[src/sv/key_record_validator_macros.svh]
// Assertion macros shared by the key record validator RTL.
`ifndef KEY_RECORD_VALIDATOR_MACROS_SVH
`define KEY_RECORD_VALIDATOR_MACROS_SVH

// General property, sampled on clk and ignored while reset is asserted.
`define KRV_ASSERT(lbl, prop, msg) \
  lbl: assert property (@(posedge clk) disable iff (!rst_n) prop) else $error(msg);

// Property that must hold whenever a result beat is offered.
`define KRV_ASSERT_OUT(lbl, cond, msg) \
  `KRV_ASSERT(lbl, out_valid |-> (cond), msg)

`endif

[src/sv/krv_pkg.sv]
// Types, constants and the CRC step shared by the key record validator.
`timescale 1ns / 1ps

package krv_pkg;

  localparam int KEY_BYTES = 64;
  localparam int HDR_LEN   = 32;
  localparam int POS_W     = 13;

  localparam logic [POS_W-1:0] POS_MAX  = {POS_W{1'b1}};
  localparam logic [POS_W-1:0] REC_LEN  = POS_W'(HDR_LEN + KEY_BYTES);
  localparam logic [POS_W-1:0] REC_LAST = POS_W'(HDR_LEN + KEY_BYTES - 1);

  // Byte positions in the header.
  localparam logic [POS_W-1:0] POS_MAGIC_END   = POS_W'(3);
  localparam logic [POS_W-1:0] POS_VERSION_END = POS_W'(5);
  localparam logic [POS_W-1:0] POS_HSIZE_END   = POS_W'(7);
  localparam logic [POS_W-1:0] POS_KEYLEN_END  = POS_W'(23);
  localparam logic [POS_W-1:0] POS_CRC_START   = POS_W'(24);
  localparam logic [POS_W-1:0] POS_COMMIT      = POS_W'(28);
  localparam logic [POS_W-1:0] POS_COMMIT_END  = POS_W'(31);
  localparam logic [POS_W-1:0] POS_KEY_START   = POS_W'(HDR_LEN);

  // Word-aligned header fields, indexed by byte position divided by four.
  localparam logic [POS_W-3:0] WORD_GEN     = (POS_W-2)'(2);
  localparam logic [POS_W-3:0] WORD_KEY_ID  = (POS_W-2)'(3);
  localparam logic [POS_W-3:0] WORD_KEY_VER = (POS_W-2)'(4);
  localparam logic [POS_W-3:0] WORD_CRC     = (POS_W-2)'(6);

  localparam logic [31:0] CRC_POLY    = 32'hEDB8_8320;
  localparam logic [31:0] CRC_INIT    = 32'hFFFF_FFFF;
  localparam logic [31:0] MAGIC_WORD  = 32'h4B46_544D;
  localparam logic [31:0] COMMIT_WORD = 32'h434D_5446;
  localparam logic [15:0] FMT_VERSION = 16'd1;
  localparam logic [15:0] HDR_SIZE    = 16'(HDR_LEN);
  localparam logic [31:0] KEY_LEN     = 32'(KEY_BYTES);

  localparam logic [3:0] FAIL_OK      = 4'd0;
  localparam logic [3:0] FAIL_MAGIC   = 4'd1;
  localparam logic [3:0] FAIL_VERSION = 4'd2;
  localparam logic [3:0] FAIL_HSIZE   = 4'd3;
  localparam logic [3:0] FAIL_KEYLEN  = 4'd4;
  localparam logic [3:0] FAIL_COMMIT  = 4'd5;
  localparam logic [3:0] FAIL_CRC     = 4'd6;
  localparam logic [3:0] FAIL_GEN     = 4'd7;
  localparam logic [3:0] FAIL_KEY_ID  = 4'd8;
  localparam logic [3:0] FAIL_LENGTH  = 4'd9;

  typedef struct packed {
    logic [7:0] data;
    logic       slot_b;
    logic       last;
  } krv_beat_t;

  typedef struct packed {
    logic        slot;
    logic        ok;
    logic [3:0]  fail_code;
    logic [31:0] generation;
    logic [31:0] key_id;
    logic [31:0] key_rev;
    logic        any_valid;
    logic        newest_slot;
  } krv_result_t;

  // One byte of a reflected CRC-32, least significant bit first.
  function automatic logic [31:0] crc_byte(input logic [31:0] crc, input logic [7:0] data);
    logic [31:0] c;
    c = crc ^ {24'h0, data};
    for (int i = 0; i < 8; i++) begin
      c = c[0] ? ((c >> 1) ^ CRC_POLY) : (c >> 1);
    end
    return c;
  endfunction

endpackage

[src/sv/krv_record_check.sv]
// Per-record CRC, header capture, check sequence and slot store.
`timescale 1ns / 1ps

module krv_record_check (
  input  logic                 clk,
  input  logic                 rst_n,
  input  logic                 take,
  input  krv_pkg::krv_beat_t   beat,
  output krv_pkg::krv_result_t res
);
  import krv_pkg::*;

  logic [31:0]      crc_r, crc_nxt, crc_upd;
  logic [POS_W-1:0] pos_r, pos_nxt;
  logic [3:0]       ff_r, ff_nxt, ff_upd;
  logic [31:0]      fs_r, fs_nxt, fs_upd;
  logic [31:0]      scrc_r, scrc_nxt, scrc_upd;
  logic [31:0]      gen_r, gen_nxt, gen_upd;
  logic [31:0]      kid_r, kid_nxt, kid_upd;
  logic [31:0]      kver_r, kver_nxt, kver_upd;
  logic [1:0]       sv_r, sv_nxt, sv_upd;
  logic [31:0]      sg_r [2];
  logic [31:0]      sg_nxt [2];
  logic [31:0]      sg_upd [2];

  logic             in_rec;
  logic [4:0]       lane;
  logic [POS_W-3:0] word;
  logic [3:0]       code;
  logic             ok;

  assign in_rec = pos_r < REC_LEN;
  assign lane   = {pos_r[1:0], 3'b000};
  assign word   = pos_r[POS_W-1:2];

  always_comb begin
    crc_upd  = crc_r;
    ff_upd   = ff_r;
    fs_upd   = fs_r;
    scrc_upd = scrc_r;
    gen_upd  = gen_r;
    kid_upd  = kid_r;
    kver_upd = kver_r;
    if (in_rec) begin
      fs_upd = {beat.data, fs_r[31:8]};
      if (pos_r < POS_CRC_START) begin
        crc_upd = crc_byte(crc_r, beat.data);
      end else if (pos_r < POS_COMMIT) begin
        // The stored CRC field is covered as if it were zero.
        crc_upd = crc_byte(crc_r, 8'h00);
      end else if (pos_r >= POS_KEY_START) begin
        crc_upd = crc_byte(crc_r, beat.data);
      end

      // Only the first failing header check is kept.
      if (ff_r == FAIL_OK) begin
        if (pos_r == POS_MAGIC_END && fs_upd != MAGIC_WORD) begin
          ff_upd = FAIL_MAGIC;
        end else if (pos_r == POS_VERSION_END && fs_upd[31:16] != FMT_VERSION) begin
          ff_upd = FAIL_VERSION;
        end else if (pos_r == POS_HSIZE_END && fs_upd[31:16] != HDR_SIZE) begin
          ff_upd = FAIL_HSIZE;
        end else if (pos_r == POS_KEYLEN_END && fs_upd != KEY_LEN) begin
          ff_upd = FAIL_KEYLEN;
        end else if (pos_r == POS_COMMIT_END && fs_upd != COMMIT_WORD) begin
          ff_upd = FAIL_COMMIT;
        end
      end

      // Header words are captured lane by lane, so a short record leaves
      // the bytes it never delivered at zero.
      if (word == WORD_GEN)     gen_upd[lane +: 8]  = beat.data;
      if (word == WORD_KEY_ID)  kid_upd[lane +: 8]  = beat.data;
      if (word == WORD_KEY_VER) kver_upd[lane +: 8] = beat.data;
      if (word == WORD_CRC)     scrc_upd[lane +: 8] = beat.data;
    end
  end

  always_comb begin
    priority if (pos_r != REC_LAST) begin
      code = FAIL_LENGTH;
    end else if (ff_upd != FAIL_OK) begin
      code = ff_upd;
    end else if (~crc_upd != scrc_upd) begin
      code = FAIL_CRC;
    end else if (gen_upd == 32'h0) begin
      code = FAIL_GEN;
    end else if (kid_upd == 32'h0) begin
      code = FAIL_KEY_ID;
    end else begin
      code = FAIL_OK;
    end
  end

  assign ok = (code == FAIL_OK);

  always_comb begin
    sv_upd    = sv_r;
    sg_upd[0] = sg_r[0];
    sg_upd[1] = sg_r[1];
    sv_upd[beat.slot_b] = ok;
    sg_upd[beat.slot_b] = gen_upd;
  end

  assign res.slot        = beat.slot_b;
  assign res.ok          = ok;
  assign res.fail_code   = code;
  assign res.generation  = gen_upd;
  assign res.key_id      = kid_upd;
  assign res.key_rev     = kver_upd;
  assign res.any_valid   = sv_upd[0] | sv_upd[1];
  assign res.newest_slot = sv_upd[1] & (~sv_upd[0] | (sg_upd[1] > sg_upd[0]));

  always_comb begin
    crc_nxt   = crc_r;
    pos_nxt   = pos_r;
    ff_nxt    = ff_r;
    fs_nxt    = fs_r;
    scrc_nxt  = scrc_r;
    gen_nxt   = gen_r;
    kid_nxt   = kid_r;
    kver_nxt  = kver_r;
    sv_nxt    = sv_r;
    sg_nxt[0] = sg_r[0];
    sg_nxt[1] = sg_r[1];
    if (take) begin
      if (beat.last) begin
        crc_nxt   = CRC_INIT;
        pos_nxt   = '0;
        ff_nxt    = FAIL_OK;
        fs_nxt    = '0;
        scrc_nxt  = '0;
        gen_nxt   = '0;
        kid_nxt   = '0;
        kver_nxt  = '0;
        sv_nxt    = sv_upd;
        sg_nxt[0] = sg_upd[0];
        sg_nxt[1] = sg_upd[1];
      end else begin
        crc_nxt  = crc_upd;
        pos_nxt  = (pos_r != POS_MAX) ? pos_r + POS_W'(1) : pos_r;
        ff_nxt   = ff_upd;
        fs_nxt   = fs_upd;
        scrc_nxt = scrc_upd;
        gen_nxt  = gen_upd;
        kid_nxt  = kid_upd;
        kver_nxt = kver_upd;
      end
    end
  end

  always_ff @(posedge clk) begin
    if (!rst_n) begin
      crc_r   <= CRC_INIT;
      pos_r   <= '0;
      ff_r    <= FAIL_OK;
      fs_r    <= '0;
      scrc_r  <= '0;
      gen_r   <= '0;
      kid_r   <= '0;
      kver_r  <= '0;
      sv_r    <= '0;
      sg_r[0] <= '0;
      sg_r[1] <= '0;
    end else begin
      crc_r   <= crc_nxt;
      pos_r   <= pos_nxt;
      ff_r    <= ff_nxt;
      fs_r    <= fs_nxt;
      scrc_r  <= scrc_nxt;
      gen_r   <= gen_nxt;
      kid_r   <= kid_nxt;
      kver_r  <= kver_nxt;
      sv_r    <= sv_nxt;
      sg_r[0] <= sg_nxt[0];
      sg_r[1] <= sg_nxt[1];
    end
  end

endmodule

[src/sv/key_record_validator.sv]
// Top level of the key record validator: record checker and result buffer.
`timescale 1ns / 1ps
`include "key_record_validator_macros.svh"

// Takes a stored key record one byte per beat, with a byte-wide CRC-32 and
// header capture, so it sustains one input beat per clock while in_stall is
// low. The beat marked last yields one result beat, registered in the output
// register or, while that beat is held, in the skid register; every other
// beat yields none. Results pass through this two-entry buffer, so in_stall
// rises only when both entries hold results the receiver has not yet taken.
module key_record_validator (
  input  logic        clk,
  input  logic        rst_n,
  input  logic        in_valid,
  output logic        in_stall,
  input  logic [7:0]  in_record_byte,
  input  logic        in_slot_b,
  input  logic        in_last_byte,
  output logic        out_valid,
  input  logic        out_stall,
  output logic        out_slot,
  output logic        out_record_ok,
  output logic [3:0]  out_fail_code,
  output logic [31:0] out_generation,
  output logic [31:0] out_key_id,
  output logic [31:0] out_key_rev,
  output logic        out_any_valid,
  output logic        out_newest_slot
);
  import krv_pkg::*;

  krv_beat_t   beat;
  krv_result_t res;
  krv_result_t out_r, out_nxt;
  krv_result_t skid_r, skid_nxt;
  logic        out_valid_r, out_valid_nxt;
  logic        skid_valid_r, skid_valid_nxt;
  logic        take, push, pop;

  assign beat.data   = in_record_byte;
  assign beat.slot_b = in_slot_b;
  assign beat.last   = in_last_byte;

  assign in_stall = skid_valid_r;
  assign take     = in_valid & ~skid_valid_r;
  assign push     = take & in_last_byte;
  assign pop      = out_valid_r & ~out_stall;

  krv_record_check u_check (
    .clk   (clk),
    .rst_n (rst_n),
    .take  (take),
    .beat  (beat),
    .res   (res)
  );

  always_comb begin
    out_nxt        = out_r;
    out_valid_nxt  = out_valid_r;
    skid_nxt       = skid_r;
    skid_valid_nxt = skid_valid_r;
    if (!out_valid_r || pop) begin
      if (skid_valid_r) begin
        out_nxt        = skid_r;
        out_valid_nxt  = 1'b1;
        skid_nxt       = res;
        skid_valid_nxt = push;
      end else begin
        out_nxt       = res;
        out_valid_nxt = push;
      end
    end else if (push) begin
      // The output beat is held, so the new result waits in the skid entry.
      skid_nxt       = res;
      skid_valid_nxt = 1'b1;
    end
  end

  always_ff @(posedge clk) begin
    if (!rst_n) begin
      out_valid_r  <= 1'b0;
      skid_valid_r <= 1'b0;
    end else begin
      out_valid_r  <= out_valid_nxt;
      skid_valid_r <= skid_valid_nxt;
    end
  end

  always_ff @(posedge clk) begin
    out_r  <= out_nxt;
    skid_r <= skid_nxt;
  end

  assign out_valid       = out_valid_r;
  assign out_slot        = out_r.slot;
  assign out_record_ok   = out_r.ok;
  assign out_fail_code   = out_r.fail_code;
  assign out_generation  = out_r.generation;
  assign out_key_id      = out_r.key_id;
  assign out_key_rev     = out_r.key_rev;
  assign out_any_valid   = out_r.any_valid;
  assign out_newest_slot = out_r.newest_slot;

  `KRV_ASSERT(a_skid_behind_out, in_stall |-> out_valid, "skid entry full with empty output")
  `KRV_ASSERT_OUT(a_ok_matches_code, out_record_ok == (out_fail_code == FAIL_OK), "ok flag and code disagree")
  `KRV_ASSERT_OUT(a_newest_needs_valid, out_any_valid || !out_newest_slot, "newest slot without valid slot")

endmodule
[config.mk]
export PLATFORM = sky130hd
export DESIGN_NAME = key_record_validator
export DESIGN_NICKNAME = d
export VERILOG_FILES = /design/src/sv/krv_pkg.sv /design/src/sv/krv_record_check.sv /design/src/sv/key_record_validator.sv
export VERILOG_INCLUDE_DIRS = /design/src /design/src/sv
export SDC_FILE = /design/constraint.sdc
export NUM_CORES = 1
export LEC_CHECK = 0
export CORE_ASPECT_RATIO = 1.5
export CORE_UTILIZATION = 45
export DETAILED_ROUTE_END_ITERATION = 10
export DONT_BUFFER_PORTS = 1
export PLACE_DENSITY = 0.59
export SYNTH_ARGS = -nofsm -noshare
export SYNTH_HDL_FRONTEND = slang
export SYNTH_HIERARCHICAL = 1
export SYNTH_SLANG_ARGS = --single-unit
[constraint.sdc]
create_clock -name clk -period 8.9 [get_ports clk]
set_input_delay 0.445 -clock clk [delete_from_list [all_inputs] [get_ports clk]]
set_output_delay 0.445 -clock clk [all_outputs]
set_load 0.02 [all_outputs]
==> metrics, run 1 <==
status completed; Worst-Skew Late Latency 0.58 ns; Distinct cells, synth 89; Reg clk slew, reported paths 0.06 ns; setup TNS 0 ns; CP cell instances inv_1, ha_1, nor3b_1, nand2_1, o21ai_0, mux2_2, ha_1, a21o_1, a21o_1, a21o_1, a21oi_1, nor2b_1, o211ai_1, a211o_1, a31oi_1, nor2_1, a41oi_1, o21bai_1, mux2_2; first-pass GRT wire length 111,000 um; largest net degree at the start of global routing 148; overall die height 287 um; sw frac 0.296; total grt overflow 0; CTS sink count 477; worst hold path type input pin to register; Synth Warn # 6; CTS tree built; setup bufs post-CTS 0; WL/cell 25.1 um; total power after layout 5.87 mW; CP Data Arrival Time 6.19 ns; dpl hpwl 52,000 um; ys async rst share 0; CP endpoint out_newest_slot; kind of critical path register to register; Final ANT Viol Nets 0; Initial DRC Count 1,461; Final period util 0.659; mapped cell area 24,400 um^2; critical-path maximum fanout 16; post-synthesis sequential area ratio 0.477; Switch Pwr 1.74 mW; Int Pwr 4.14 mW; Vias/cell 6.03; Area contributors post-synth edfxtp_1, dfxtp_1, mux2_2, a22oi_1, nand2_1; CTS Buffer Depth 3; Layout Skew 0.0162 ns; relative slew slack 0.164; top cells by instance count after synthesis dfxtp_1, nand2_1, edfxtp_1, o21ai_0, nor2b_1; register area 11,600 um^2; CP most frequent cell a21o_1; htree depth 2; Slew @ Worst Pin 1.25 ns; WL final 74,300 um; maxcap violations 0; Post-synth top flop dfxtp_1; power density over the cells 222 nW/um^2; cell area after placement 24,800 um^2; delay-heaviest family, CP compound AO/OA/AOI/OAI gates; met1 wire length 29,600 um; Flop pwr share 0.415; combinational share of power 0.222; share of cells above drive strength 1 0.123; Post-synth EDFFs 208; cts hold-fix bufs 4; worst path required time 9.23 ns; Post-Synthesis Cells 2,312; Slowest Stage Delay on Critical Path 0.77 ns; reg2reg path depth 19; Nets 2,277; Die W 192 um; area of the die 55,100 um^2; top-count cell post-synth dfxtp_1; Avg Cell Area, Syn 10.5 um^2; Leakage 9.83 nW; syn nets 2,363; iteration count of the initial detailed-routing pass 6; # port buffers 0; design area 26,400 um^2; Slew Viols, Final 0; Startpoint Class register; fin worst setup slack 3.04 ns; Core ar. 53,600 um^2; post-CTS resize count 0; Fin. Hold Viols 0; IO Count 120; Num CTS Buffers 47; f_max 171 MHz; top sig layer met5; DP Worst Slack 3.06 ns; r2r setup slk 3.04 ns; number of global-route vias before repair 17.4k; met2 WL post-DR 37,500 um; initial antenna violation count 1; # fillers 4,847; VDD IR max 0.182 mV; R2R Path End out_newest_slot; Global Route Usage Sum 0.268; final core occ 0.493; gp weighted congestion 0.933; row count 104; CP max stage cell o21ai_0; synth-to-layout area growth 8.43%; proportion of netlist area held by the largest area contributor 0.256; Post-route DRC 0; final setup violation count 0; metal3 WL 3260 um; multi-input logic area 12,000 um^2; Yosys reg bits 477; root buffer cell clkbuf_16; Initial Util 0.455; beginning of the critical path u_check/pos_r[0]; CP Depth 19; Buf/Inv on CP 1; unrepaired setup endpoints after global routing false; Worst setup EP type register; fin crit period 5.86 ns; Clk pwr share 0.363; total vias in the final route 17.8k; largest area contributor in the netlist edfxtp_1; worst reg2reg path startpoint u_check/pos_r[0]
-- routing by layer --
metal,GRT usage,vias up
met1,0.317,8810
met2,0.471,572
li1,-,8262
met4,0.138,2
met3,0.0355,179
met5,0,-
-- state kept, by name, indices dropped and copies added (netlist names), 2 cells and up --
name	count
out_fail_code	4
out_generation	32
out_key_id	32
out_key_rev	32
skid_r	104
u_check/crc_r	32
u_check/ff_r	4
u_check/fs_r	24
u_check/gen_r	32
u_check/kid_r	32
u_check/kver_r	32
u_check/pos_r	13
u_check/scrc_r	32
u_check/sg_r	64
u_check/sv_r	2
-- power groups by stage --
stage / Sequential [mW] / Clock (mW) / Combinational [mW]
6_report: 2.44 / 2.13 / 1.31
5_1_grt: 2.44 / 2.26 / 1.38
4_1_cts: 2.43 / 2.18 / 1.29
3_5_place_dp: 2.48 / 0 / 1.28
3_3_place_gp: 2.48 / 0 / 1.29
2_1_floorplan: 2.43 / 0 / 0.994
-- final cells by class --
cell class	count	area share
multi-input cells	1641	0.453
flip-flops and latches	477	0.440
clock buffers	59	0.0481
well taps	689	0.0326
clock inverters	29	0.0135
repair buffers	26	0.00776
inverters	33	0.00473
diodes	1	0.0000947
-- per-stage QoR --
stage	hold WS, ns	std cells
3_5_place_dp	0.444	2862
5_1_grt	0.00883	2954
2_1_floorplan	0.424	2312
3_3_place_gp	0.434	2862
4_1_cts	0.00493	2954
6_report	0.0237	2955
-- cell usage in the layout (no fill, tap or decap), types with 14 or more instances in the layout --
| master | synthesis | final |
|---|---|---|
| o21ai_0 | 166 | 166 |
| xnor2_1 | 85 | 85 |
| mux2i_1 | 70 | 70 |
| nand4_1 | 30 | 30 |
| a22o_1 | 58 | 58 |
| nor2b_1 | 140 | 139 |
| or4_1 | 14 | 14 |
| nor2_1 | 101 | 99 |
| xnor3_1 | 22 | 22 |
| ha_1 | 37 | 37 |
| buf_4 | 6 | 22 |
| mux2_4 | 28 | 29 |
| xor2_1 | 40 | 40 |
| edfxtp_1 | 208 | 208 |
| mux2_2 | 111 | 110 |
| a22oi_1 | 124 | 124 |
| clkbuf_16 | 0 | 48 |
| inv_1 | 32 | 32 |
| a21oi_1 | 47 | 47 |
| nand3_1 | 23 | 23 |
| o211ai_1 | 14 | 14 |
| nor4_1 | 20 | 18 |
| dfxtp_1 | 269 | 268 |
| and2_1 | 48 | 47 |
| nand2_1 | 240 | 239 |
| nor3_1 | 23 | 23 |
-- cells by family after synthesis --
group                    synth area share
AND/OR/NAND/NOR                     0.154
AO/OA/AOI/OAI                       0.145
flip-flops                          0.477
multiplexers                       0.0973
buffers and inverters              0.0338
XOR/XNOR                           0.0739
adder cells (fa/ha/maj)            0.0190
-- how the worst min path moves through the flow --
stage | startpoint | slack, ns | endpoint | cells past startpoint
after global placement | u_check/sg_r[0][18] | 0.43 | u_check/sg_r[0][18] | 2
after global routing | rst_n | 0.009 | out_valid | 1
after detailed placement | u_check/sg_r[0][5] | 0.44 | u_check/sg_r[0][5] | 2
after floorplan | u_check/sg_r[0][32] | 0.42 | u_check/sg_r[0][32] | 2
after CTS | rst_n | 0.005 | out_valid | 1
final | rst_n | 0.02 | out_valid | 1
Note: power is estimated with default switching activity, not from simulation.
==> run 2: changes to the inputs <==
PLACE_DENSITY = 0.61   (was 0.59)
clock period = 5.19 ns   (was 8.9 ns; I/O delays follow)
==> run 2 against run 1 <==
Against the previous run:
- register-to-register slack got worse by 2.8 ns
- clock-buffer cell count decreased by 7
- power increased by 74%
- clock power increased by 69%
- critical path depth decreased by 2
- global-route usage increased by 0.95 points
- maximum frequency increased by 19%
- worst hold slack got worse by 0.0034 ns
- sequential cell count unchanged
- cell count increased by 3.9%
- critical path type unchanged
- critical endpoint unchanged
- largest cell class unchanged
==> metrics, run 2 (synthesis results as in run 1) <==
status completed; Slew Viols, Final 0; Worst setup EP type register; number of global-route vias before repair 18.2k; Initial Util 0.455; CP Depth 17; WL final 76,700 um; IO Count 120; Buf/Inv on CP 1; placed cell count 2,970; gp weighted congestion 0.934; Worst-Skew Late Latency 0.57 ns; overall die height 287 um; Core ar. 53,600 um^2; Initial DRC Count 1,368; Vias/cell 5.99; Global Route Usage Sum 0.278; reg2reg path depth 17; Die W 192 um; VDD IR max 0.361 mV; CP max stage cell ha_1; final cell count without fillers 3,071; setup TNS 0 ns; setup bufs post-CTS 0; CTS sink count 477; Switch Pwr 3.02 mW; total grt overflow 0; Clk pwr share 0.352; worst path required time 5.51 ns; commonest cells after routing, fill and taps aside dfxtp_1, nand2_1, edfxtp_1; area of the die 55,100 um^2; CTS tree built; # port buffers 0; # fillers 4,796; total vias in the final route 18.4k; WHS Path Cells 2; Num CTS Buffers 46; delay-heaviest family, CP simple AND/OR/NAND/NOR gates; worst hold path type input pin to register; CP cell instances inv_1, ha_1, nor2b_1, nand2_1, o21ai_0, mux2i_1, ha_1, nand4_1, nor4_2, nand2_1, nor3_1, nand2b_1, a21oi_1, nor2_1, a41oi_1, o21bai_1, mux2_2; Leakage 10.4 nW; critical-path maximum fanout 13; iteration count of the initial detailed-routing pass 6; WL/cell 25.0 um; root buffer cell clkbuf_16; CTS Buffer Depth 3; most common cell after layout, fill and taps aside dfxtp_1; Post-route DRC 0; Startpoint Class register; beginning of the critical path u_check/pos_r[1]; Nets 2,395; htree depth 2; Final period util 0.947; power density over the cells 373 nW/um^2; Biggest register skid_r; f_max 203 MHz; Top Registers skid_r: 104 flops, u_check/sg_r: 64 flops; fin crit period 4.92 ns; share of cells above drive strength 1 0.164; r2r setup slk 0.27 ns; final setup violation count 0; row count 104; Hold WS 0.0202 ns; maxcap violations 0; hold endpoint u_check/sg_r[0][23]; CP Data Arrival Time 5.24 ns; Layout Skew 0.0172 ns; Flop pwr share 0.406; synth-to-layout area growth 12.5%; worst reg2reg path startpoint u_check/pos_r[1]; Fin. Hold Viols 0; dpl hpwl 53,400 um; Reg clk slew, reported paths 0.07 ns; unrepaired setup endpoints after global routing false; sw frac 0.295; Int Pwr 7.21 mW; relative slew slack 0.263; Final ANT Viol Nets 0; hold path startpoint in_slot_b; initial antenna violation count 0; Slowest Stage Delay on Critical Path 0.47 ns; R2R Path End out_newest_slot; max reg flops 104; combinational share of power 0.241; Slew @ Worst Pin 1.11 ns; kind of critical path register to register; largest net degree at the start of global routing 159; first-pass GRT wire length 115,000 um
## run 2: changes by cell type in the layout (fill, tap and decap cells not counted), moves of 4 or more
cell,delta
buf_4,+105
o21ai_0,-11
clkinvlp_4,+10
o21ai_1,+10
dlygate4sd3_1,+8
clkinv_2,-6
buf_12,+4
## run 2: power groups by stage
stage | registers [mW] | clock network (mW) | logic, mW
5_1_grt | 4.17 | 3.80 | 2.61
6_report | 4.16 | 3.60 | 2.47
3_3_place_gp | 4.24 | 0 | 2.38
3_5_place_dp | 4.24 | 0 | 2.37
2_1_floorplan | 4.17 | 0 | 1.70
4_1_cts | 4.16 | 3.67 | 2.44
## run 2: worst max-delay path by stage
stage	end	slack [ns]
detailed placement	out_newest_slot	0.02
global placement	out_newest_slot	0.19
global route	out_newest_slot	0.02
CTS	out_newest_slot	0.07
finish	out_newest_slot	0.27
floorplan	skid_r[0]	0.38
## run 2: layer usage
| metal | GRT usage | wire (um) | up-vias |
|---|---|---|---|
| met5 | 0 | 0 | - |
| met1 | 0.322 | 29700 | 9020 |
| met4 | 0.168 | 5060 | 0 |
| met2 | 0.482 | 38300 | 647 |
| li1 | - | - | 8482 |
| met3 | 0.0379 | 3640 | 234 |
## run 2: timing repair
| item | in CTS | in global routing |
|---|---|---|
| hold endpoints to repair | 198 | 0 |
| cloned | 0 | 0 |
| setup endpoints to repair | 1 | 2 |
| hold buffers | 15 | 0 |
| resized for setup | 1 | 14 |
## run 2: stage by stage
stage	utilization	worst slack, ns	power (mW)	cell area [um^2]
5_1_grt	0.511	0.0156	10.6	27400
2_1_floorplan	-	0.385	5.88	24400
4_1_cts	0.511	0.0725	10.3	27400
3_3_place_gp	0.478	0.194	6.61	25600
6_report	0.511	0.274	10.2	27400
3_5_place_dp	0.478	0.0177	6.61	25600
## run 2: area by class of cell
class	count	area [um^2]	share of cell area
multi-input combinational	1641	12000	0.437
sequential	477	11600	0.424
timing repair buffer	145	1210	0.0441
clock buffer	52	1190	0.0436
tap	689	862	0.0314
clock inverter	33	404	0.0147
inverter	33	125	0.00456
antenna	1	2.50	0.0000913
==> run 3: changes to the inputs <==
BUFFER_PORTS_ARGS = -buffer_cell sky130_fd_sc_hd__clkbuf_2   (was unset)
CAP_MARGIN = 20   (was unset)
DONT_BUFFER_PORTS = unset   (was 1)
HOLD_SLACK_MARGIN = 0.03   (was unset)
PLACE_DENSITY = 0.63   (was 0.61)
==> run 3 against run 2 <==
Against the previous run:
- global-route usage decreased by 0.41 points
- worst hold slack better by 0.039 ns
- die area unchanged
- cell count is 3.7% higher
- non-clock buffer count increased by 112
- clock power decreased by 4%
- register-to-register slack gained 0.02 ns
- critical path depth rose by 1
- largest cell class unchanged
- highest routed layer unchanged
==> metrics, run 3 (synthesis results as in run 1) <==
status completed; share of cells above drive strength 1 0.204; setup bufs post-CTS 0; Biggest register skid_r; commonest cells after routing, fill and taps aside dfxtp_1, nand2_1, edfxtp_1; Vias/cell 5.86; number of global-route vias before repair 18.7k; Top Registers skid_r: 104 flops, u_check/sg_r: 64 flops; gp weighted congestion 0.970; fin crit period 4.90 ns; power density over the cells 368 nW/um^2; unrepaired setup endpoints after global routing false; area of the die 55,100 um^2; relative slew slack 0.307; f_max 204 MHz; DP Worst Slack 0.215 ns; setup TNS 0 ns; synth-to-layout area growth 14.0%; WHS Path Cells 3; total vias in the final route 18.7k; Initial Util 0.455; CP Data Arrival Time 5.21 ns; final setup violation count 0; CTS tree built; Worst-Skew Late Latency 0.57 ns; register area 11,600 um^2; most common cell after layout, fill and taps aside dfxtp_1; htree depth 2; # port buffers 119; kind of critical path register to register; root buffer cell clkbuf_16; worst path required time 5.50 ns; worst hold path type input pin to register; largest net degree at the start of global routing 114; reg2reg path depth 18; Post-route DRC 0; final cell count without fillers 3,185; Slew Viols, Final 0; final core occ 0.519; # fillers 4,823; IO Count 120; Reg clk slew, reported paths 0.06 ns; WL/cell 23.7 um; n_diodes 0; Die W 192 um; Leakage 10.9 nW; max reg flops 104; WL final 75,600 um; Hold WS 0.0590 ns; Initial DRC Count 1,452; CTS sink count 477; VDD IR max 0.292 mV; design area 27,800 um^2; Core ar. 53,600 um^2; iteration count of the initial detailed-routing pass 5; placed cell count 3,097; Startpoint Class register; dpl hpwl 54,600 um; total grt overflow 0; Nets 2,508; cell area after placement 26,200 um^2; maxcap violations 0; fin worst setup slack 0.293 ns; critical-path maximum fanout 16; Global Route Usage Sum 0.274; CTS Buffer Depth 3; overall die height 287 um; Fin. Hold Viols 0; row count 104; first-pass GRT wire length 114,000 um; Final period util 0.944; Slew @ Worst Pin 1.04 ns; Final ANT Viol Nets 0; Layout Skew 0.0183 ns; total power after layout 10.2 mW; Worst setup EP type register; multi-input logic area 12,000 um^2; Num CTS Buffers 47; initial antenna violation count 1
-- run 3: final cells by class --
class	instances	share of cell area
Inverter	33	0.00450
Clock buffer	60	0.0448
Sequential cell	477	0.418
Multi-Input combinational cell	1641	0.431
Clock inverter	28	0.0104
Tap cell	689	0.0310
Timing Repair Buffer	257	0.0598
-- run 3: path summary, 6_finish.rpt --
kind	from	to	slack (ns)
setup reg to reg	u_check/pos_r[8]	out_newest_slot	0.29
hold / removal	in_valid	in_stall	0.06
hold reg to reg	u_check/sg_r[0][4]	u_check/sg_r[0][4]	0.45
setup / recovery	u_check/pos_r[8]	out_newest_slot	0.29
-- run 3: where the power goes --
group / internal, mW / switching (mW) / total, mW / leakage (nW)
logic: 1.15 / 1.49 / 2.65 / 5.75
clock network: 1.96 / 1.51 / 3.47 / 0.744
registers: 3.99 / 0.107 / 4.10 / 4.39
total: 7.11 / 3.11 / 10.2 / 10.9
-- run 3: worst max-delay path, stage by stage, from the launching register on --
cell and delay, ns:
dfxtp_1 0.36, or4_1 0.57, nor4_2 0.34, buf_4 0.24, nand2_1 0.10, buf_4 0.22, o21ai_0 0.56, mux2i_1 0.20
ha_1 0.36, o21a_1 0.11, o21a_1 0.16, o21a_1 0.16, o21a_1 0.16, o21ai_0 0.17, a21oi_1 0.18, nor2_1 0.14
a41oi_1 0.13, o21bai_1 0.20, mux2_2 0.27
-- run 3: timing repair --
item | 4_1_cts | 5_1_grt
setup endpoints to repair | 0 | 2
hold buffers | 0 | 0
gates resized for setup | 0 | 9
-- run 3: layer usage --
| layer | vias up | wire, um | track usage |
|---|---|---|---|
| li1 | 8708 | - | - |
| met1 | 9143 | 28800 | 0.315 |
| met2 | 623 | 38900 | 0.489 |
| met3 | 203 | 3310 | 0.0299 |
| met4 | 0 | 4590 | 0.153 |
| met5 | - | 0 | 0 |
